--- config.mk ---
export PLATFORM = sky130hd
export DESIGN_NAME = battery_level_monitor
export DESIGN_NICKNAME = d
export VERILOG_FILES = /design/src/blm_pkg.sv /design/src/battery_level_monitor.sv
export VERILOG_INCLUDE_DIRS = /design/src /design/src/src
export SDC_FILE = /design/constraint.sdc
export NUM_CORES = 1
export LEC_CHECK = 0
export ABC_AREA = 1
export BUFFER_PORTS_ARGS = -buffer_cell sky130_fd_sc_hd__buf_4
export CORE_UTILIZATION = 44
export DETAILED_ROUTE_END_ITERATION = 10
export PLACE_DENSITY = 0.62
export SKIP_LAST_GASP = 1
export SLEW_MARGIN = 30
export SYNTH_ARGS = -nofsm -noshare
export SYNTH_HDL_FRONTEND = slang
export SYNTH_SLANG_ARGS = --single-unit
--- constraint.sdc ---
create_clock -name clock -period 9.7 [get_ports clock]
set_clock_uncertainty 0.05 [all_clocks]
set_input_delay 0.97 -clock clock [delete_from_list [all_inputs] [get_ports clock]]
set_output_delay 0.97 -clock clock [all_outputs]
set_load 0.005 [all_outputs]
--- src/assert_macros.svh ---
// Assertion macros for the RTL of the battery level monitor.
`ifndef ASSERT_MACROS_SVH
`define ASSERT_MACROS_SVH

// Same-cycle implication, checked on every rising clock edge outside reset.
`define ASSERT_IMPLIES(label, clk, rst, ante, cons) \
   label: assert property (@(posedge clk) disable iff (rst) (ante) |-> (cons)) \
      else $error("same-cycle implication failed");

// Next-cycle implication, checked on every rising clock edge outside reset.
`define ASSERT_NEXT(label, clk, rst, ante, cons) \
   label: assert property (@(posedge clk) disable iff (rst) (ante) |=> (cons)) \
      else $error("next-cycle implication failed");

`endif

--- src/blm_pkg.sv ---
// Package with widths, register indexes and reset values of the battery level monitor.
package blm_pkg;

   localparam int SampleWidth  = 12;
   localparam int SumWidth     = 15;  // five 12-bit samples
   localparam int ScaledWidth  = 24;  // sum * 480 stays below 2^24
   localparam int MvWidth      = 16;
   localparam int LevelWidth   = 3;
   localparam int CountWidth   = 8;
   localparam int NumSamples   = 5;
   localparam int CsrIdxWidth  = 3;

   typedef logic [MvWidth-1:0]     mv_type;
   typedef logic [LevelWidth-1:0]  level_type;
   typedef logic [CountWidth-1:0]  count_type;
   typedef logic [SampleWidth-1:0] sample_type;

   // Register indexes of the configuration port.
   localparam logic [CsrIdxWidth-1:0] CSR_SHUTDOWN     = 3'd0;
   localparam logic [CsrIdxWidth-1:0] CSR_LOW_ALARM    = 3'd1;
   localparam logic [CsrIdxWidth-1:0] CSR_LEVEL1       = 3'd2;
   localparam logic [CsrIdxWidth-1:0] CSR_LEVEL2       = 3'd3;
   localparam logic [CsrIdxWidth-1:0] CSR_LEVEL3       = 3'd4;
   localparam logic [CsrIdxWidth-1:0] CSR_FULL         = 3'd5;
   localparam logic [CsrIdxWidth-1:0] CSR_FULL_CNT_PIN = 3'd6;
   localparam logic [CsrIdxWidth-1:0] CSR_FULL_CNT     = 3'd7;

   // Register reset values.
   localparam mv_type    RST_SHUTDOWN     = 16'd3200;
   localparam mv_type    RST_LOW_ALARM    = 16'd3400;
   localparam mv_type    RST_LEVEL1       = 16'd3600;
   localparam mv_type    RST_LEVEL2       = 16'd3700;
   localparam mv_type    RST_LEVEL3       = 16'd3850;
   localparam mv_type    RST_FULL         = 16'd4050;
   localparam count_type RST_FULL_CNT_PIN = 8'd3;
   localparam count_type RST_FULL_CNT     = 8'd10;

   // Levels.
   localparam level_type LEVEL_0     = 3'd0;
   localparam level_type LEVEL_1     = 3'd1;
   localparam level_type LEVEL_2     = 3'd2;
   localparam level_type LEVEL_3     = 3'd3;
   localparam level_type LEVEL_4     = 3'd4;
   localparam level_type LEVEL_NONE  = 3'd5;  // nothing reported yet

   localparam mv_type    MV_MAX      = 16'hFFFF;
   localparam count_type COUNT_MAX   = 8'hFF;

endpackage

--- src/battery_level_monitor.sv ---
// Battery level monitor: serial voltage computation, level quantizing and charge tracking.
//
// One request word carries five 12-bit battery samples and one sample of the
// internal 1.2 V reference. The block adds the five samples one per cycle,
// scales the sum by 480 with a shift-and-subtract, and divides by the
// reference sample with a restoring divider that retires one quotient bit per
// cycle. The voltage in millivolts saturates at 65535 (also when the reference
// sample is zero). The voltage is quantized to levels 0..4 against the
// threshold registers; on battery, from the second measurement on, the level
// cannot rise above the previous one. Bad and low events, the full-charge
// counter and flag, and a level-changed event against the last reported level
// go out with the voltage in one response word. The response word is valid
// once the sample adder, the scale step, the divider loop and the finish step
// have run in that order. The next request is taken only back in idle, after
// the finish step; a response that is still waiting holds the finish step
// until it is taken. A request without start_request, or in firmware update
// mode, is accepted and gives no response. A finished response waits in its
// output register while the next request is taken. Configuration is to be
// written through the csr_ port while the block idles; the block itself does
// not enforce this.
module battery_level_monitor
   import blm_pkg::*;
(
   input  logic                   clock,
   input  logic                   reset,

   input  logic                   req_tvalid,
   output logic                   req_tready,
   // Fields from bit 0: ext_power, charge_done_pin, sample_a, sample_b,
   // sample_c, sample_d, sample_e, vref_sample, zero fill.
   input  logic [79:0]            req_tdata,
   // Fields from bit 0: start_request, fw_update_mode.
   input  logic [1:0]             req_tuser,

   output logic                   rsp_tvalid,
   input  logic                   rsp_tready,
   // Fields from bit 0: voltage_mv, level, level_changed, bad_event,
   // low_event, full_event, full_flag.
   output logic [23:0]            rsp_tdata,

   input  logic                   csr_wr_en,
   input  logic [CsrIdxWidth-1:0] csr_index,
   input  logic [MvWidth-1:0]     csr_wdata
);

   `include "assert_macros.svh"

   typedef enum logic [2:0] {
      ST_IDLE,
      ST_SUM,
      ST_SCALE,
      ST_DIV,
      ST_DONE
   } state_type;

   // Configuration registers.
   mv_type    shutdown_ff, low_alarm_ff, level1_ff, level2_ff, level3_ff, full_ff;
   count_type full_cnt_pin_ff, full_cnt_ff;

   // Control and measurement state.
   state_type state_ff, state_in;
   logic [3:0] step_ff, step_in;
   logic       rsp_valid_ff, rsp_valid_in;
   level_type  last_level_ff, last_level_in;
   logic       first_done_ff, first_done_in;
   count_type  full_counter_ff, full_counter_in;
   logic       full_state_ff, full_state_in;
   level_type  reported_ff, reported_in;

   // Datapath.
   sample_type               samples_ff [NumSamples];
   sample_type               samples_in [NumSamples];
   sample_type               vref_ff, vref_in;
   logic                     ext_ff, ext_in;
   logic                     pin_ff, pin_in;
   logic [SumWidth-1:0]      sum_ff, sum_in;
   logic [SampleWidth-1:0]   rem_ff, rem_in;
   mv_type                   quot_ff, quot_in;
   logic                     sat_ff, sat_in;
   logic [23:0]              rsp_data_ff, rsp_data_in;

   logic                     accept;
   logic                     measure;
   logic [ScaledWidth-1:0]   scaled;
   logic [SampleWidth:0]     trial;
   logic                     trial_ge;
   logic [SampleWidth:0]     trial_diff;
   mv_type                   mv;
   level_type                lvl_raw, lvl;
   logic                     bad, low, fev, changed, at_full;
   count_type                cnt_inc;

   assign req_tready = (state_ff == ST_IDLE);
   assign accept     = req_tvalid && req_tready;
   assign measure    = req_tuser[0] && !req_tuser[1];
   assign rsp_tvalid = rsp_valid_ff;
   assign rsp_tdata  = rsp_data_ff;

   // sum * 480 = sum * 512 - sum * 32.
   assign scaled = {sum_ff, 9'b0} - {4'b0, sum_ff, 5'b0};

   // One restoring division step: the remainder stays below vref unless the result saturates.
   assign trial      = {rem_ff, quot_ff[MvWidth-1]};
   assign trial_ge   = (trial >= {1'b0, vref_ff});
   assign trial_diff = trial - {1'b0, vref_ff};

   // Finish stage: voltage, level and events.
   assign mv = sat_ff ? MV_MAX : quot_ff;

   always_comb begin
      if (mv >= full_ff) begin
         lvl_raw = LEVEL_4;
      end else if (mv >= level3_ff) begin
         lvl_raw = LEVEL_3;
      end else if (mv >= level2_ff) begin
         lvl_raw = LEVEL_2;
      end else if (mv >= level1_ff) begin
         lvl_raw = LEVEL_1;
      end else begin
         lvl_raw = LEVEL_0;
      end
   end

   assign lvl     = (!ext_ff && first_done_ff && (lvl_raw > last_level_ff)) ?
                    last_level_ff : lvl_raw;
   assign bad     = (mv < shutdown_ff);
   assign low     = !bad && (mv < low_alarm_ff);
   assign at_full = (mv >= full_ff);
   assign cnt_inc = (full_counter_ff == COUNT_MAX) ? COUNT_MAX : full_counter_ff + 8'd1;
   assign changed = (reported_ff != lvl);

   always_comb begin
      state_in        = state_ff;
      step_in         = step_ff;
      rsp_valid_in    = rsp_valid_ff;
      last_level_in   = last_level_ff;
      first_done_in   = first_done_ff;
      full_counter_in = full_counter_ff;
      full_state_in   = full_state_ff;
      reported_in     = reported_ff;
      samples_in      = samples_ff;
      vref_in         = vref_ff;
      ext_in          = ext_ff;
      pin_in          = pin_ff;
      sum_in          = sum_ff;
      rem_in          = rem_ff;
      quot_in         = quot_ff;
      sat_in          = sat_ff;
      rsp_data_in     = rsp_data_ff;
      fev             = 1'b0;

      if (rsp_valid_ff && rsp_tready) begin
         rsp_valid_in = 1'b0;
      end

      unique case (state_ff)
         ST_IDLE: begin
            if (accept && measure) begin
               ext_in        = req_tdata[0];
               pin_in        = req_tdata[1];
               samples_in[0] = req_tdata[13:2];
               samples_in[1] = req_tdata[25:14];
               samples_in[2] = req_tdata[37:26];
               samples_in[3] = req_tdata[49:38];
               samples_in[4] = req_tdata[61:50];
               vref_in       = req_tdata[73:62];
               sum_in        = '0;
               step_in       = '0;
               state_in      = ST_SUM;
            end
         end
         ST_SUM: begin
            // Add the head of the sample line, then shift it along.
            sum_in = sum_ff + {3'b0, samples_ff[0]};
            for (int i = 0; i < NumSamples - 1; i++) begin
               samples_in[i] = samples_ff[i+1];
            end
            step_in = step_ff + 4'd1;
            if (step_ff == 4'(NumSamples - 1)) begin
               state_in = ST_SCALE;
            end
         end
         ST_SCALE: begin
            // The quotient exceeds 16 bits exactly when the top byte reaches
            // vref; a zero vref lands here too.
            sat_in   = ({4'b0, scaled[ScaledWidth-1:MvWidth]} >= vref_ff);
            rem_in   = {4'b0, scaled[ScaledWidth-1:MvWidth]};
            quot_in  = scaled[MvWidth-1:0];
            step_in  = '0;
            state_in = ST_DIV;
         end
         ST_DIV: begin
            rem_in  = trial_ge ? trial_diff[SampleWidth-1:0] : trial[SampleWidth-1:0];
            quot_in = {quot_ff[MvWidth-2:0], trial_ge};
            step_in = step_ff + 4'd1;
            if (step_ff == 4'(MvWidth - 1)) begin
               state_in = ST_DONE;
            end
         end
         ST_DONE: begin
            if (!rsp_valid_ff || rsp_tready) begin
               last_level_in = lvl;
               first_done_in = 1'b1;
               reported_in   = lvl;
               if (at_full) begin
                  if (ext_ff) begin
                     full_counter_in = cnt_inc;
                     if (((cnt_inc > full_cnt_pin_ff) && pin_ff) ||
                         (cnt_inc > full_cnt_ff)) begin
                        full_counter_in = '0;
                        if (!full_state_ff) begin
                           full_state_in = 1'b1;
                           fev           = 1'b1;
                        end
                     end
                  end
               end else begin
                  full_state_in = 1'b0;
               end
               rsp_data_in  = {full_state_in, fev, low, bad, changed, lvl, mv};
               rsp_valid_in = 1'b1;
               state_in     = ST_IDLE;
            end
         end
         default: begin
            state_in = ST_IDLE;
         end
      endcase
   end

   always_ff @(posedge clock) begin
      if (reset) begin
         state_ff        <= ST_IDLE;
         step_ff         <= '0;
         rsp_valid_ff    <= 1'b0;
         last_level_ff   <= LEVEL_0;
         first_done_ff   <= 1'b0;
         full_counter_ff <= '0;
         full_state_ff   <= 1'b0;
         reported_ff     <= LEVEL_NONE;
      end else begin
         state_ff        <= state_in;
         step_ff         <= step_in;
         rsp_valid_ff    <= rsp_valid_in;
         last_level_ff   <= last_level_in;
         first_done_ff   <= first_done_in;
         full_counter_ff <= full_counter_in;
         full_state_ff   <= full_state_in;
         reported_ff     <= reported_in;
      end
      samples_ff  <= samples_in;
      vref_ff     <= vref_in;
      ext_ff      <= ext_in;
      pin_ff      <= pin_in;
      sum_ff      <= sum_in;
      rem_ff      <= rem_in;
      quot_ff     <= quot_in;
      sat_ff      <= sat_in;
      rsp_data_ff <= rsp_data_in;
   end

   // Configuration registers; values wider than a register are truncated.
   always_ff @(posedge clock) begin
      if (reset) begin
         shutdown_ff     <= RST_SHUTDOWN;
         low_alarm_ff    <= RST_LOW_ALARM;
         level1_ff       <= RST_LEVEL1;
         level2_ff       <= RST_LEVEL2;
         level3_ff       <= RST_LEVEL3;
         full_ff         <= RST_FULL;
         full_cnt_pin_ff <= RST_FULL_CNT_PIN;
         full_cnt_ff     <= RST_FULL_CNT;
      end else if (csr_wr_en) begin
         unique case (csr_index)
            CSR_SHUTDOWN:     shutdown_ff     <= csr_wdata;
            CSR_LOW_ALARM:    low_alarm_ff    <= csr_wdata;
            CSR_LEVEL1:       level1_ff       <= csr_wdata;
            CSR_LEVEL2:       level2_ff       <= csr_wdata;
            CSR_LEVEL3:       level3_ff       <= csr_wdata;
            CSR_FULL:         full_ff         <= csr_wdata;
            CSR_FULL_CNT_PIN: full_cnt_pin_ff <= csr_wdata[CountWidth-1:0];
            CSR_FULL_CNT:     full_cnt_ff     <= csr_wdata[CountWidth-1:0];
            default: begin
            end
         endcase
      end
   end

   // A reported level never goes above level 4.
   `ASSERT_IMPLIES(a_level_range, clock, reset, rsp_tvalid, rsp_tdata[18:16] <= LEVEL_4)
   // A full event always comes with the full flag set.
   `ASSERT_IMPLIES(a_full_event_flag, clock, reset, rsp_tvalid && rsp_tdata[22], rsp_tdata[23])
   // Bad and low events exclude each other.
   `ASSERT_IMPLIES(a_bad_low_excl, clock, reset, rsp_tvalid, !(rsp_tdata[20] && rsp_tdata[21]))
   // An ignored request leaves the block ready for the next one.
   `ASSERT_NEXT(a_ignored_idle, clock, reset, req_tvalid && req_tready && !measure, req_tready)

endmodule
### After elaboration in Yosys (flattened, before gate mapping)

Index checks and enable logic that the tools add are counted.

* input port bits: 106
* output and inout bits: 26
* logic and storage cells: 129
* register bits after elaboration: 278

* reduce and logical (&&, ||, !) cells: 35
* eq/ne operators: 19
* mux-type cells: 29
* $lt $le $gt $ge: 11
* add/sub/neg operators: 5

Operators with widths (count)
* one-hot mux 48 bit (2 select lines): 1
* >= comparator 16 bit: 4
* two-way mux 60 bit: 1
* < comparator 16 bit: 2
* one-hot mux 16 bit (2 select lines): 1
* one-hot mux 15 bit (2 select lines): 1
* one-hot mux 12 bit (2 select lines): 1
* AND reduction 2 bit: 12
* subtractor 24 x 20 -> 24 bit: 1
* two-way mux 3 bit: 6
* greater-than comparator 8 bit: 2
* two-way mux 16 bit: 1
* two-way mux 8 bit: 2
* adder 15 x 12 -> 15 bit: 1
* equality test 3 bit (second input constant): 5
* two-way mux 15 bit: 1
* one-hot mux 3 bit (5 select lines): 1
* >= comparator 13 x 12 -> 1 bit: 1
* equality test 3 x 2 -> 1 bit (second input constant): 4
* >= comparator 8 x 12 -> 1 bit: 1
* two-way mux 12 bit: 1
* one-hot mux 4 bit (3 select lines): 1
* subtractor 12 bit: 1
* adder 8 x 1 -> 8 bit (second input constant): 1
* 21 further kinds: 46

### Depth between registers and ports, before layout

Gate-level depths: netlist of the first run.

* depth after elaboration: 10
* mapped depth: 28
* gate-level depth less buffers: 28

### Worst setup path before layout of the first run

OpenSTA, ideal clock, no wires.

* path type: register to register
* from: register sat_ff
* to: register rsp_data_ff[19], in the netlist rsp_tdata[19], data pin
* cell stages (with the launch flop): 22
* period minus slack after synthesis: 3.177 ns
* data required time: 9.390 ns
* setup time: 0.260 ns
* setup slack: 6.523 ns
* arrival time: 2.867 ns
* buffers on the path: 0
* cells stage by stage: edfxtp_1 or2_2 ha_1 a21o_1 nor2_1 nand2_1 nand2_1 nand2_1 nor2_1 nand2_1 nand2_1 inv_1 ha_1 nand2_1 o21ai_0 nand4_1 nand4_1 nand3_1 nand2_1 nand2_1 nor2_1 nand3_1

* word-level cells in the longest chain between the ends: 10
* elaborated cells on any way between the ends: 13
* those cells by class: order compare (5); eq/ne (1); mux (6); reduce/logical (1)

Ends and longest elaborated chain
* start: declaration: RTL line battery_level_monitor.sv:79 `logic sat_ff, sat_in;`
* start signal: assignment: RTL line battery_level_monitor.sv:258 `sat_ff <= sat_in;`
* two-way mux 16 bit (*): RTL line battery_level_monitor.sv:108 `assign mv = sat_ff ? MV_MAX : quot_ff;`
* net mv[7]: RTL line battery_level_monitor.sv:88 `mv_type mv;`
* >= comparator 16 bit: RTL line battery_level_monitor.sv:117 `end else if (mv >= level1_ff) begin`
* two-way mux 1 bit: RTL line battery_level_monitor.sv:117
* two-way mux 2 bit: RTL line battery_level_monitor.sv:115 `end else if (mv >= level2_ff) begin`
* two-way mux 2 bit: RTL line battery_level_monitor.sv:113 `end else if (mv >= level3_ff) begin`
* two-way mux 3 bit (*): RTL line battery_level_monitor.sv:111 `if (mv >= full_ff) begin`
* greater-than comparator 3 bit: RTL line battery_level_monitor.sv:124 `assign lvl = (!ext_ff && first_done_ff && (lvl_raw > last_level_ff)) ?`
* logical AND 1 bit: RTL line battery_level_monitor.sv:124
* two-way mux 3 bit (*): RTL line battery_level_monitor.sv:124
* inequality test 3 bit (*): RTL line battery_level_monitor.sv:130 `assign changed = (reported_ff != lvl);`
* net changed: RTL line battery_level_monitor.sv:90 `logic bad, low, fev, changed, at_full;`
* end signal: assignment: RTL line battery_level_monitor.sv:259 `rsp_data_ff <= rsp_data_in;`
* end: declaration: RTL line battery_level_monitor.sv:80 `logic [23:0] rsp_data_ff, rsp_data_in;`

The timed path passes the listed nets; every way through them passes the cells marked *.
A chain may end at the register's enable or synchronous reset.

### Final worst setup path of the first run

Same ends and word-level chain as after synthesis.

==> results, run 1 <==
- The final antenna-violating net count is 0.
- The placed instances occupy a cell area of 16500 sq um.
- Dividing the synthesized area by the synthesized cell count gives 8.91 sq um.
- The number of cells on the worst hold path is 2.
- The shortest period the worst path allows is 4.06 ns.
- The first-pass iteration count of the detailed router is 5.
- Wires add up to 34100 um.
- In this run the post-CTS setup repair buffer count came out at 0.
- The transition time at the pin with the least slew margin is 0.810 ns.
- The die covers 35200 sq um.
- The number of global-route vias before repair came to 11500.
- The unique cell type count in the Yosys netlist is 55.
- For the final routed database, the setup TNS stands at 0 ns.
- After detailed routing, the number of remaining DRC violations is 0.
- In this run the horizontal extent of the chip is 188 um.
- The relative slew slack is 45.9%.
- The origin of the worst min-delay path is low_alarm_ff[7].
- The synthesized netlist cell count is 1699.
- The initial antenna violation count was 0.
- The number of buffers added to fix hold violations after cts is 0.
- The post-CTS clock slew at the launch and capture registers of the worst setup and hold paths is 0.06 ns.
- The global route total overflow is 0.
- Dividing the detail-routed wire length by the instance count gives 14.9 um.
- The endpoint arrival time on the critical path is 4.27 ns.
- The register-to-register setup slack is 5.64 ns.
- In the global route stage, overall resource usage came out at 19.7%.
- The cell at the root of the clock tree is sky130_fd_sc_hd__clkbuf_16.
- The largest vdd supply drop is 0.141 mV.
- STA puts the critical path data required time at 9.91 ns.
- The power per standard cell area is 229 nW/um^2.
- The endpoint of the worst register-to-register path is rsp_tdata[19].
- Row generation in the floorplan step produced 67 rows.
- The leakage power total is 7.62 nW.
- The H-tree was split into 2 levels.
- The placeable core area is 33700 sq um.
- The final period utilization is 41.8%.
- The final hold violation count is 0.
- Buffers inserted during clock tree synthesis total 34.
- The top-level port count is 132.
- Leaving out fill and tap cells, the most frequent cells in the layout are 271 x sky130_fd_sc_hd__nand2_1, 233 x sky130_fd_sc_hd__inv_1, 187 x sky130_fd_sc_hd__a21oi_1, 160 x sky130_fd_sc_hd__ha_1, 142 x sky130_fd_sc_hd__edfxtp_1.
- The initial utilization of the core area, before any placement, comes to 44.9%.
- The number of violations reported at the end of detailed-routing iteration 0 is 675.
- STA classifies the critical path startpoint as a flip-flop.
- The critical path capture point type is a flip-flop.
- The final number of max-transition violations is 0.
- The multiplexer share of the synthesized area is 0%.
- The share of the synthesized area in compound gates (AO/OA/AOI/OAI) is 17.9%.
- Sequential elements use 46.0% of the synthesized area.
- The total number of clock tree sinks is 277.
- The floorplan die height is 188 um.
- The xor and xnor fraction of the mapped netlist area is 1.55%.
- The number of buffers on the longest clock path is 3.
- Post-CTS repair changed the size of 0 cells.
- From synthesis to final layout, the design area changed by 16.1%.
- The congestion estimate from routability-driven global placement came to 0.841.
- Synthesis inferred 277 register bits.
- The number of warnings issued by yosys is 0.
- At the later pin of the worst-skew pair, clock insertion delay measures 0.53 ns.
- The synthesized-area fraction occupied by adder cells is 13.5%.
- The tool flagged a number of max-cap violations equal to 0.
- Static timing analysis puts the maximum clock frequency at 0.247 GHz.
- Once detailed placement completed, the half-perimeter wirelength came to 24200 um.
- The net count after synthesis is 1967.
- The cell area that synthesis handed to floorplanning was 15100 sq um.
- The worst min-delay path category is flip-flop to flip-flop.
- The area fraction in and, or, nand and nor cells after synthesis is 13.4%.
- The commonest non-fill, non-tap cell in the layout is sky130_fd_sc_hd__nand2_1.
- Entering global routing, the biggest net connects 114 pins.
- Setup violations remaining at the end of the flow were counted as 0.
- In this run the worst path has a maximum fanout of 10.
- TritonCTS built the clock tree.
- After detailed routing, the number of vias per cell comes to 5.12.
- The overall via count from detail_route is 11700.
- The number of diodes added for antenna fixing is 0.
- The main combinational cell family by area after synthesis is compound AO/OA/AOI/OAI gates.
- The first global-routing pass estimated 56700 um of wire.
- The run finished with clean final reports.
- The worst flop-to-flop path startpoint is sat_ff.
- Summing all non-filler instances in the final layout gives an area of 17600 sq um.
- The category of the critical setup timing path is flip-flop to flip-flop.
- The worst reg2reg path depth is 21.
- In the final layout, the share of cells above drive strength 1 is 13.5%.
- The number of I/O port buffers is 125.
- The number of nets at the end of the flow is 2088.
- The worst hold path terminates at low_alarm_ff[7].
- Setup repair after global routing left no endpoint under its margin.
## cell families after synthesis
kind of cell             count (synthesis)
AND/OR/NAND/NOR                        469
AO/OA/AOI/OAI                          464
buffers and inverters                  302
flip-flops                             277
adder cells (fa/ha/maj)                162
XOR/XNOR                                25
## Yosys cell counts (all sizes together)
master     n  area [sq um]
nor3      10          50.1
nand2    276          1050
o21ai    156           796
o21a       6          45.0
clkinv     1          3.75
inv      253           952
a22o      46           403
or2       10          62.6
a21boi     2          15.0
o311ai     2          17.5
o22ai      2          12.5
nor2     104           447
xor2      17           164
nor4       2          18.8
fa         2          40.0
clkbuf    35           131
a21o       8          60.1
ha       160          2000
edfxtp   142          4260
a21oi    188           945
o211ai    38           285
o21bai     4          33.8
and3       1          6.26
nand3b     2          15.0
xnor2      8          70.1
o2111ai    1          8.76
a31oi      6          50.0
nand4     19           134
dfxtp    135          2700
nand3     45           250
o221ai     1          8.76
a221oi     1          8.76
buf       13          72.6
a211oi     3          22.5
## metal layers
metal	share of wire (%)	global-route usage, %	up-vias	routed length (um)
met5	0	0	-	0
met4	2.6	6.25	0	879
met3	4.4	3.29	56	1510
met2	47	33.8	214	16000
met1	46	25.3	5400	15700
li1	-	-	6074	-
## final cells by class
| class | count | area, sq um |
|---|---|---|
| Fill cell | 3202 | 16100 |
| Multi-Input combinational cell | 1120 | 7030 |
| Clock buffer | 48 | 953 |
| Timing Repair Buffer | 133 | 1000 |
| Inverter | 254 | 956 |
| Sequential cell | 277 | 6970 |
| Clock inverter | 14 | 115 |
| Tap cell | 448 | 561 |
## metrics by stage
stage,hold WS [ns],std cells,setup WS (ns),power [W],utilization [%]
finish,0.411,2294,5.64,0.00403,52.2
global route,0.423,2294,5.22,0.00431,52.2
CTS,0.412,2294,5.63,0.00407,52.2
detailed placement,0.403,2232,5.66,0.00285,49.0
global placement,0.390,2232,5.71,0.00282,49.0
floorplan,0.380,1699,6.52,0.00250,-
## report_power, final
part           total [W]  internal [W]  leakage [nW]  switching, W
combinational    0.00126      0.000469          4.68      0.000787
clock            0.00121      0.000716         0.520      0.000495
sequential       0.00156       0.00148          2.42     0.0000790
## registers in the layout, summed over array words and instances (netlist names), 8 cells and up
| signal | cells |
|---|---|
| samples_ff | 60 |
| rsp_tdata | 24 |
| full_ff | 16 |
| level1_ff | 16 |
| level2_ff | 16 |
| level3_ff | 16 |
| low_alarm_ff | 16 |
| quot_ff | 16 |
| shutdown_ff | 16 |
| sum_ff | 15 |
| rem_ff | 12 |
| vref_ff | 12 |
| full_cnt_ff | 8 |
| full_cnt_pin_ff | 8 |
| full_counter_ff | 8 |
## worst max path at each step
stage            from             to  slack (ns)  depth (start not counted)
6_report       sat_ff  rsp_tdata[19]        5.64                         21
5_1_grt        sat_ff  rsp_tdata[19]        5.22                         22
4_1_cts        sat_ff  rsp_tdata[19]        5.63                         21
3_5_place_dp   sat_ff  rsp_tdata[19]        5.66                         22
3_3_place_gp   sat_ff  rsp_tdata[19]        5.71                         21
2_1_floorplan  sat_ff  rsp_tdata[19]        6.52                         21
## worst max-delay path, cell delays in order, from the launching register on
cell and delay [ns]:
sky130_fd_sc_hd__edfxtp_1 0.52, sky130_fd_sc_hd__inv_2 0.17, sky130_fd_sc_hd__nand2_1 0.32, sky130_fd_sc_hd__ha_1 0.44, sky130_fd_sc_hd__a21oi_1 0.15, sky130_fd_sc_hd__o21ai_0 0.10
sky130_fd_sc_hd__nor2_1 0.13, sky130_fd_sc_hd__nand2_1 0.06, sky130_fd_sc_hd__nor2_1 0.19, sky130_fd_sc_hd__nand2_1 0.19, sky130_fd_sc_hd__nand2_1 0.16, sky130_fd_sc_hd__inv_1 0.05
sky130_fd_sc_hd__ha_1 0.29, sky130_fd_sc_hd__nand2_1 0.05, sky130_fd_sc_hd__o21ai_0 0.14, sky130_fd_sc_hd__nand4_1 0.24, sky130_fd_sc_hd__nand4_1 0.19, sky130_fd_sc_hd__nand3_1 0.08
sky130_fd_sc_hd__nand2_1 0.08, sky130_fd_sc_hd__nand2_1 0.05, sky130_fd_sc_hd__nor2_1 0.09, sky130_fd_sc_hd__nand3_1 0.07
Power figures use the tool's default switching activity.
==> run 2, diff against run 1 <==
Settings changed: ABC_AREA 1 to 0.
Clock period 9.7 ns to 4.15 ns, I/O delays scaled along.
==> results, run 2 <==
- The category of the critical setup timing path is flip-flop to flip-flop.
- The commonest register cell after synthesis is sky130_fd_sc_hd__edfxtp_1.
- The power share of the sequential group is 40.2% (+1.5 points).
- The initial antenna violation count is 0 (unchanged).
- The residual DRC count is 0 (unchanged).
- The synthesized area per cell is 9.64 sq um (+8.2%).
- The flow ran to the end, and the final reports show no timing, DRC or antenna violations.
- Ranked by instance count, the synthesized netlist is headed by 214 x sky130_fd_sc_hd__nand2_1, 160 x sky130_fd_sc_hd__ha_1, 158 x sky130_fd_sc_hd__inv_1.
- The final number of max-transition violations came to 0 (unchanged).
- The maximum net fanout on the critical path came to 8 (-2).
- The routed wire length came to 37400 um (+9.7%).
- The final period utilization is 96.0% (+54 points).
- The library cells used most frequently in the layout, excluding fill and tap cells, are 214 x sky130_fd_sc_hd__nand2_1, 173 x sky130_fd_sc_hd__buf_4, 158 x sky130_fd_sc_hd__inv_1, 156 x sky130_fd_sc_hd__ha_1, 142 x sky130_fd_sc_hd__edfxtp_1.
- The relative slew slack is 39.9% (-6.1 points).
- The total number of clock tree sinks is 277 (unchanged).
- The peak clock frequency supported by timing is 0.251 GHz (+1.8%).
- The max capacitance violation total is 0 (unchanged).
- The number of I/O port buffers is 125 (unchanged).
- The cell at the root of the clock tree is sky130_fd_sc_hd__clkbuf_16.
- The relative contribution of combinational cells to total power was 27.4% (-3.8 points).
- The TritonCTS clock tree is yes.
- The first-pass iteration count of the detailed router is 5 (unchanged).
- The unique cell type count in the Yosys netlist is 75 (+36%).
- The fraction of the yosys area taken by sequential cells came to 45.5% (-0.48 points).
- The post-layout instance count excluding filler cells was 2234 (-2.6%).
- The synthesized netlist cell count is 1587 (-6.6%).
- The post-DP HPWL was 26800 um (+11%).
- The commonest non-fill, non-tap cell in the layout is sky130_fd_sc_hd__nand2_1.
- The initial standard-cell utilization of the core is 45.2% (+0.25 points).
- The number of global-route vias before repair is 11800 (+2.4%).
- The die area is 35500 sq um (+1.0%).
- The transition time at the pin with the least slew margin is 0.900 ns (+0.0897 ns).
- The share of power burned in the clock network was 32.4% (+2.3 points).
- The number of buffers created by CTS is 31 (-8.8%).
- The number of warnings issued by yosys came to 0 (unchanged).
- The largest vdd supply drop was 0.290 mV (+110%).
- The final hold violation count is 0 (unchanged).
- The number of rows created at floorplan is 67 (unchanged).
- The number of buffers on the longest clock path is 3 (unchanged).
- The most common cell in the synthesized netlist is sky130_fd_sc_hd__nand2_1.
- The average via count per standard cell is 5.30 (+3.6%).
- The combined area of all synthesized cells is 15300 sq um (+1.1%).
- The post-CTS clock slew at the launch and capture registers of the worst setup and hold paths is 0.06 ns (about the same).
- The floorplan die height came to 188 um (+0.52%).
- By area the synthesized netlist is led by sky130_fd_sc_hd__edfxtp_1 28%, sky130_fd_sc_hd__dfxtp_1 18%, sky130_fd_sc_hd__ha_1 13%.
- The net count after synthesis is 1855 (-5.7%).
- The detailed-route wire length per cell is 16.7 um (+13%).
- The clock latency at the later pin of the worst-skew pair is 0.57 ns (+0.04 ns).
- The global-route wire length before repair is 61000 um (+7.6%).
- The number of violations reported at the end of detailed-routing iteration 0 was 650 (-3.7%).
- The top-level port count is 132 (unchanged).
- The total internal power was 0.00593 W (+120%).
- The number of flip-flops under the largest register name came to 60 (unchanged).
- More flip-flops sit in one register than any other, and that register is samples_ff.
- The cell total after placement is 2150 (-3.7%).
- The sum of internal, switching and leakage power is 0.00842 W (+110%).
- The power per standard cell area was 458 nW/um^2 (+100%).
- The pin count of the biggest net entering global routing is 97 (-15%).
- The final setup TNS is 0 ns (unchanged).
- The global route total overflow is 0 (unchanged).
- The number of diodes added for antenna fixing was 0 (unchanged).
- The endpoint arrival time on the critical path is 4.43 ns (+0.16 ns).
- The tightest min-delay check is of the input pin to flip-flop type.
- From synthesis to final layout, the design area changed by 20.3%.
- The shortest period the worst path allows is 3.98 ns (-0.0723 ns).
- The largest registers in the layout are samples_ff (60), rsp_tdata (24).
- The global placer's final weighted congestion is 0.891 (+6.0%).
- The number of nets at the end of the flow came to 2030 (-2.8%).
- The proportion of register bits with asynchronous set or reset after synthesis came to 0% (unchanged).
- The H-tree depth is 1 (-1).
- The overall routing resource usage is 21.3% (+1.6 points).
- The fraction of final layout cells with drive strength greater than 1 is 16.5% (+3.0 points).
- The switching component of the power is 0.00249 W (+83%).
- The horizontal extent of the die is 188 um (+0.52%).
- The final number of setup-violating endpoints is 0 (unchanged).
- The leakage power total is 7.57 nW (-0.61%).
- The final antenna-violating net count is 0 (unchanged).
- The switching part of the total is 29.6% (-4.2 points).
- STA classifies the critical path endpoint as a flip-flop.
- The critical path required time is 4.59 ns (-5.32 ns).
- The layout filler cell count is 3081 (-3.8%).
- The top-area cell type share of the netlist area is 27.9% (-0.29 points).
- The number of flops mapped to enable cells by yosys is 142 (unchanged).
- The largest total area in the synthesized netlist belongs to sky130_fd_sc_hd__edfxtp_1.
- The placeable core area is 33900 sq um (+0.50%).
- The flop and latch count out of synthesis is 277 (unchanged).
- The launching element type of the critical path is a flip-flop.
- The overall via count from detail_route is 11800 (+0.89%).
run 2: changes by cell type in the layout (fill, tap and decap cells not counted), sizes merged, moves of 26 or more:
cell	previous run	this run
buf	133	177
dlygate4sd3	0	26
a211o	0	31
o21ai	156	50
a21oi	188	127
nand2	276	214
o211ai	38	7
inv	255	159
run 2: kinds of logic after synthesis:
family / Yosys count / synth area share [%]
buffers and inverters: 220 / 5.52
and+or+nand+nor: 499 / 15.4
DFF: 277 / 45.5
adders and majority gates: 162 / 13.3
muxes: 22 / 1.53
AOI/OAI and AO/OA: 371 / 16.7
xor gates and xnor gates: 36 / 2.06
run 2: area by class of cell:
type                       count  area (sq um)  share of cell area (%)
multi-input combinational   1090          7650                    41.6
sequential                   277          6970                    37.9
timing repair buffer         203          1610                    8.76
clock buffer                  51           932                    5.07
inverter                     159           597                    3.24
tap                          448           561                    3.05
clock inverter                 6          82.6                   0.449
run 2: metrics by stage:
stage          worst slack [ns]  instance area [sq um]  hold slack (ns)  utilization, %
6_report                  0.167                  18400           0.0787            54.3
5_1_grt                 -0.0364                  18400           0.0658            54.3
2_1_floorplan            0.0812                  15300            0.382               -
4_1_cts                  0.0153                  18300           0.0539            53.9
3_5_place_dp            -0.0502                  17000            0.397            50.1
3_3_place_gp             0.0438                  17000            0.392            50.1
run 2: what timing repair did:
action / in CTS / in global routing
hold buffers: 26 / 0
endpoints found under the setup margin: 1 / 9
cloned: 0 / 0
hold endpoints to repair: 26 / 0
pin swaps: 1 / 12
buffers inserted: 0 / 1
gates resized for setup: 1 / 29
run 2: power groups by stage:
stage,combinational [W],clock (W),sequential (W)
floorplan,0.00163,0,0.00337
finish,0.00231,0.00273,0.00338
global placement,0.00219,0,0.00343
detailed placement,0.00225,0,0.00343
CTS,0.00228,0.00279,0.00338
global route,0.00262,0.00288,0.00341
run 2: routing by layer:
metal / up-vias / global-route usage (%) / wire length [um]
met3: 63 / 3.67 / 1950
met2: 266 / 37.2 / 18000
met5: - / 0 / 0
li1: 5952 / - / -
met1: 5567 / 26.9 / 16400
met4: 0 / 5.92 / 1080
run 2: worst paths after layout:
path | from | slack [ns] | cells after the start | end
max | sat_ff | 0.17 | 15 | last_level_ff[2]
min | csr_wdata[8] | 0.08 | 2 | low_alarm_ff[8]
max reg2reg | sat_ff | 0.17 | 15 | last_level_ff[2]
min reg2reg | shutdown_ff[1] | 0.40 | 2 | shutdown_ff[1]
run 2: critical path, cell delays in order, from the launching register on:
cell and delay (ns):
sky130_fd_sc_hd__edfxtp_1 0.41, sky130_fd_sc_hd__buf_6 0.16, sky130_fd_sc_hd__or2_2 0.36, sky130_fd_sc_hd__ha_1 0.22
sky130_fd_sc_hd__a2111o_1 0.38, sky130_fd_sc_hd__o211ai_1 0.13, sky130_fd_sc_hd__nand3_1 0.12, sky130_fd_sc_hd__o41a_1 0.52
sky130_fd_sc_hd__ha_1 0.33, sky130_fd_sc_hd__a21o_1 0.13, sky130_fd_sc_hd__a21oi_2 0.07, sky130_fd_sc_hd__nor4b_4 0.31
sky130_fd_sc_hd__buf_4 0.21, sky130_fd_sc_hd__mux2i_2 0.25, sky130_fd_sc_hd__nand2_1 0.10, sky130_fd_sc_hd__a21oi_1 0.14
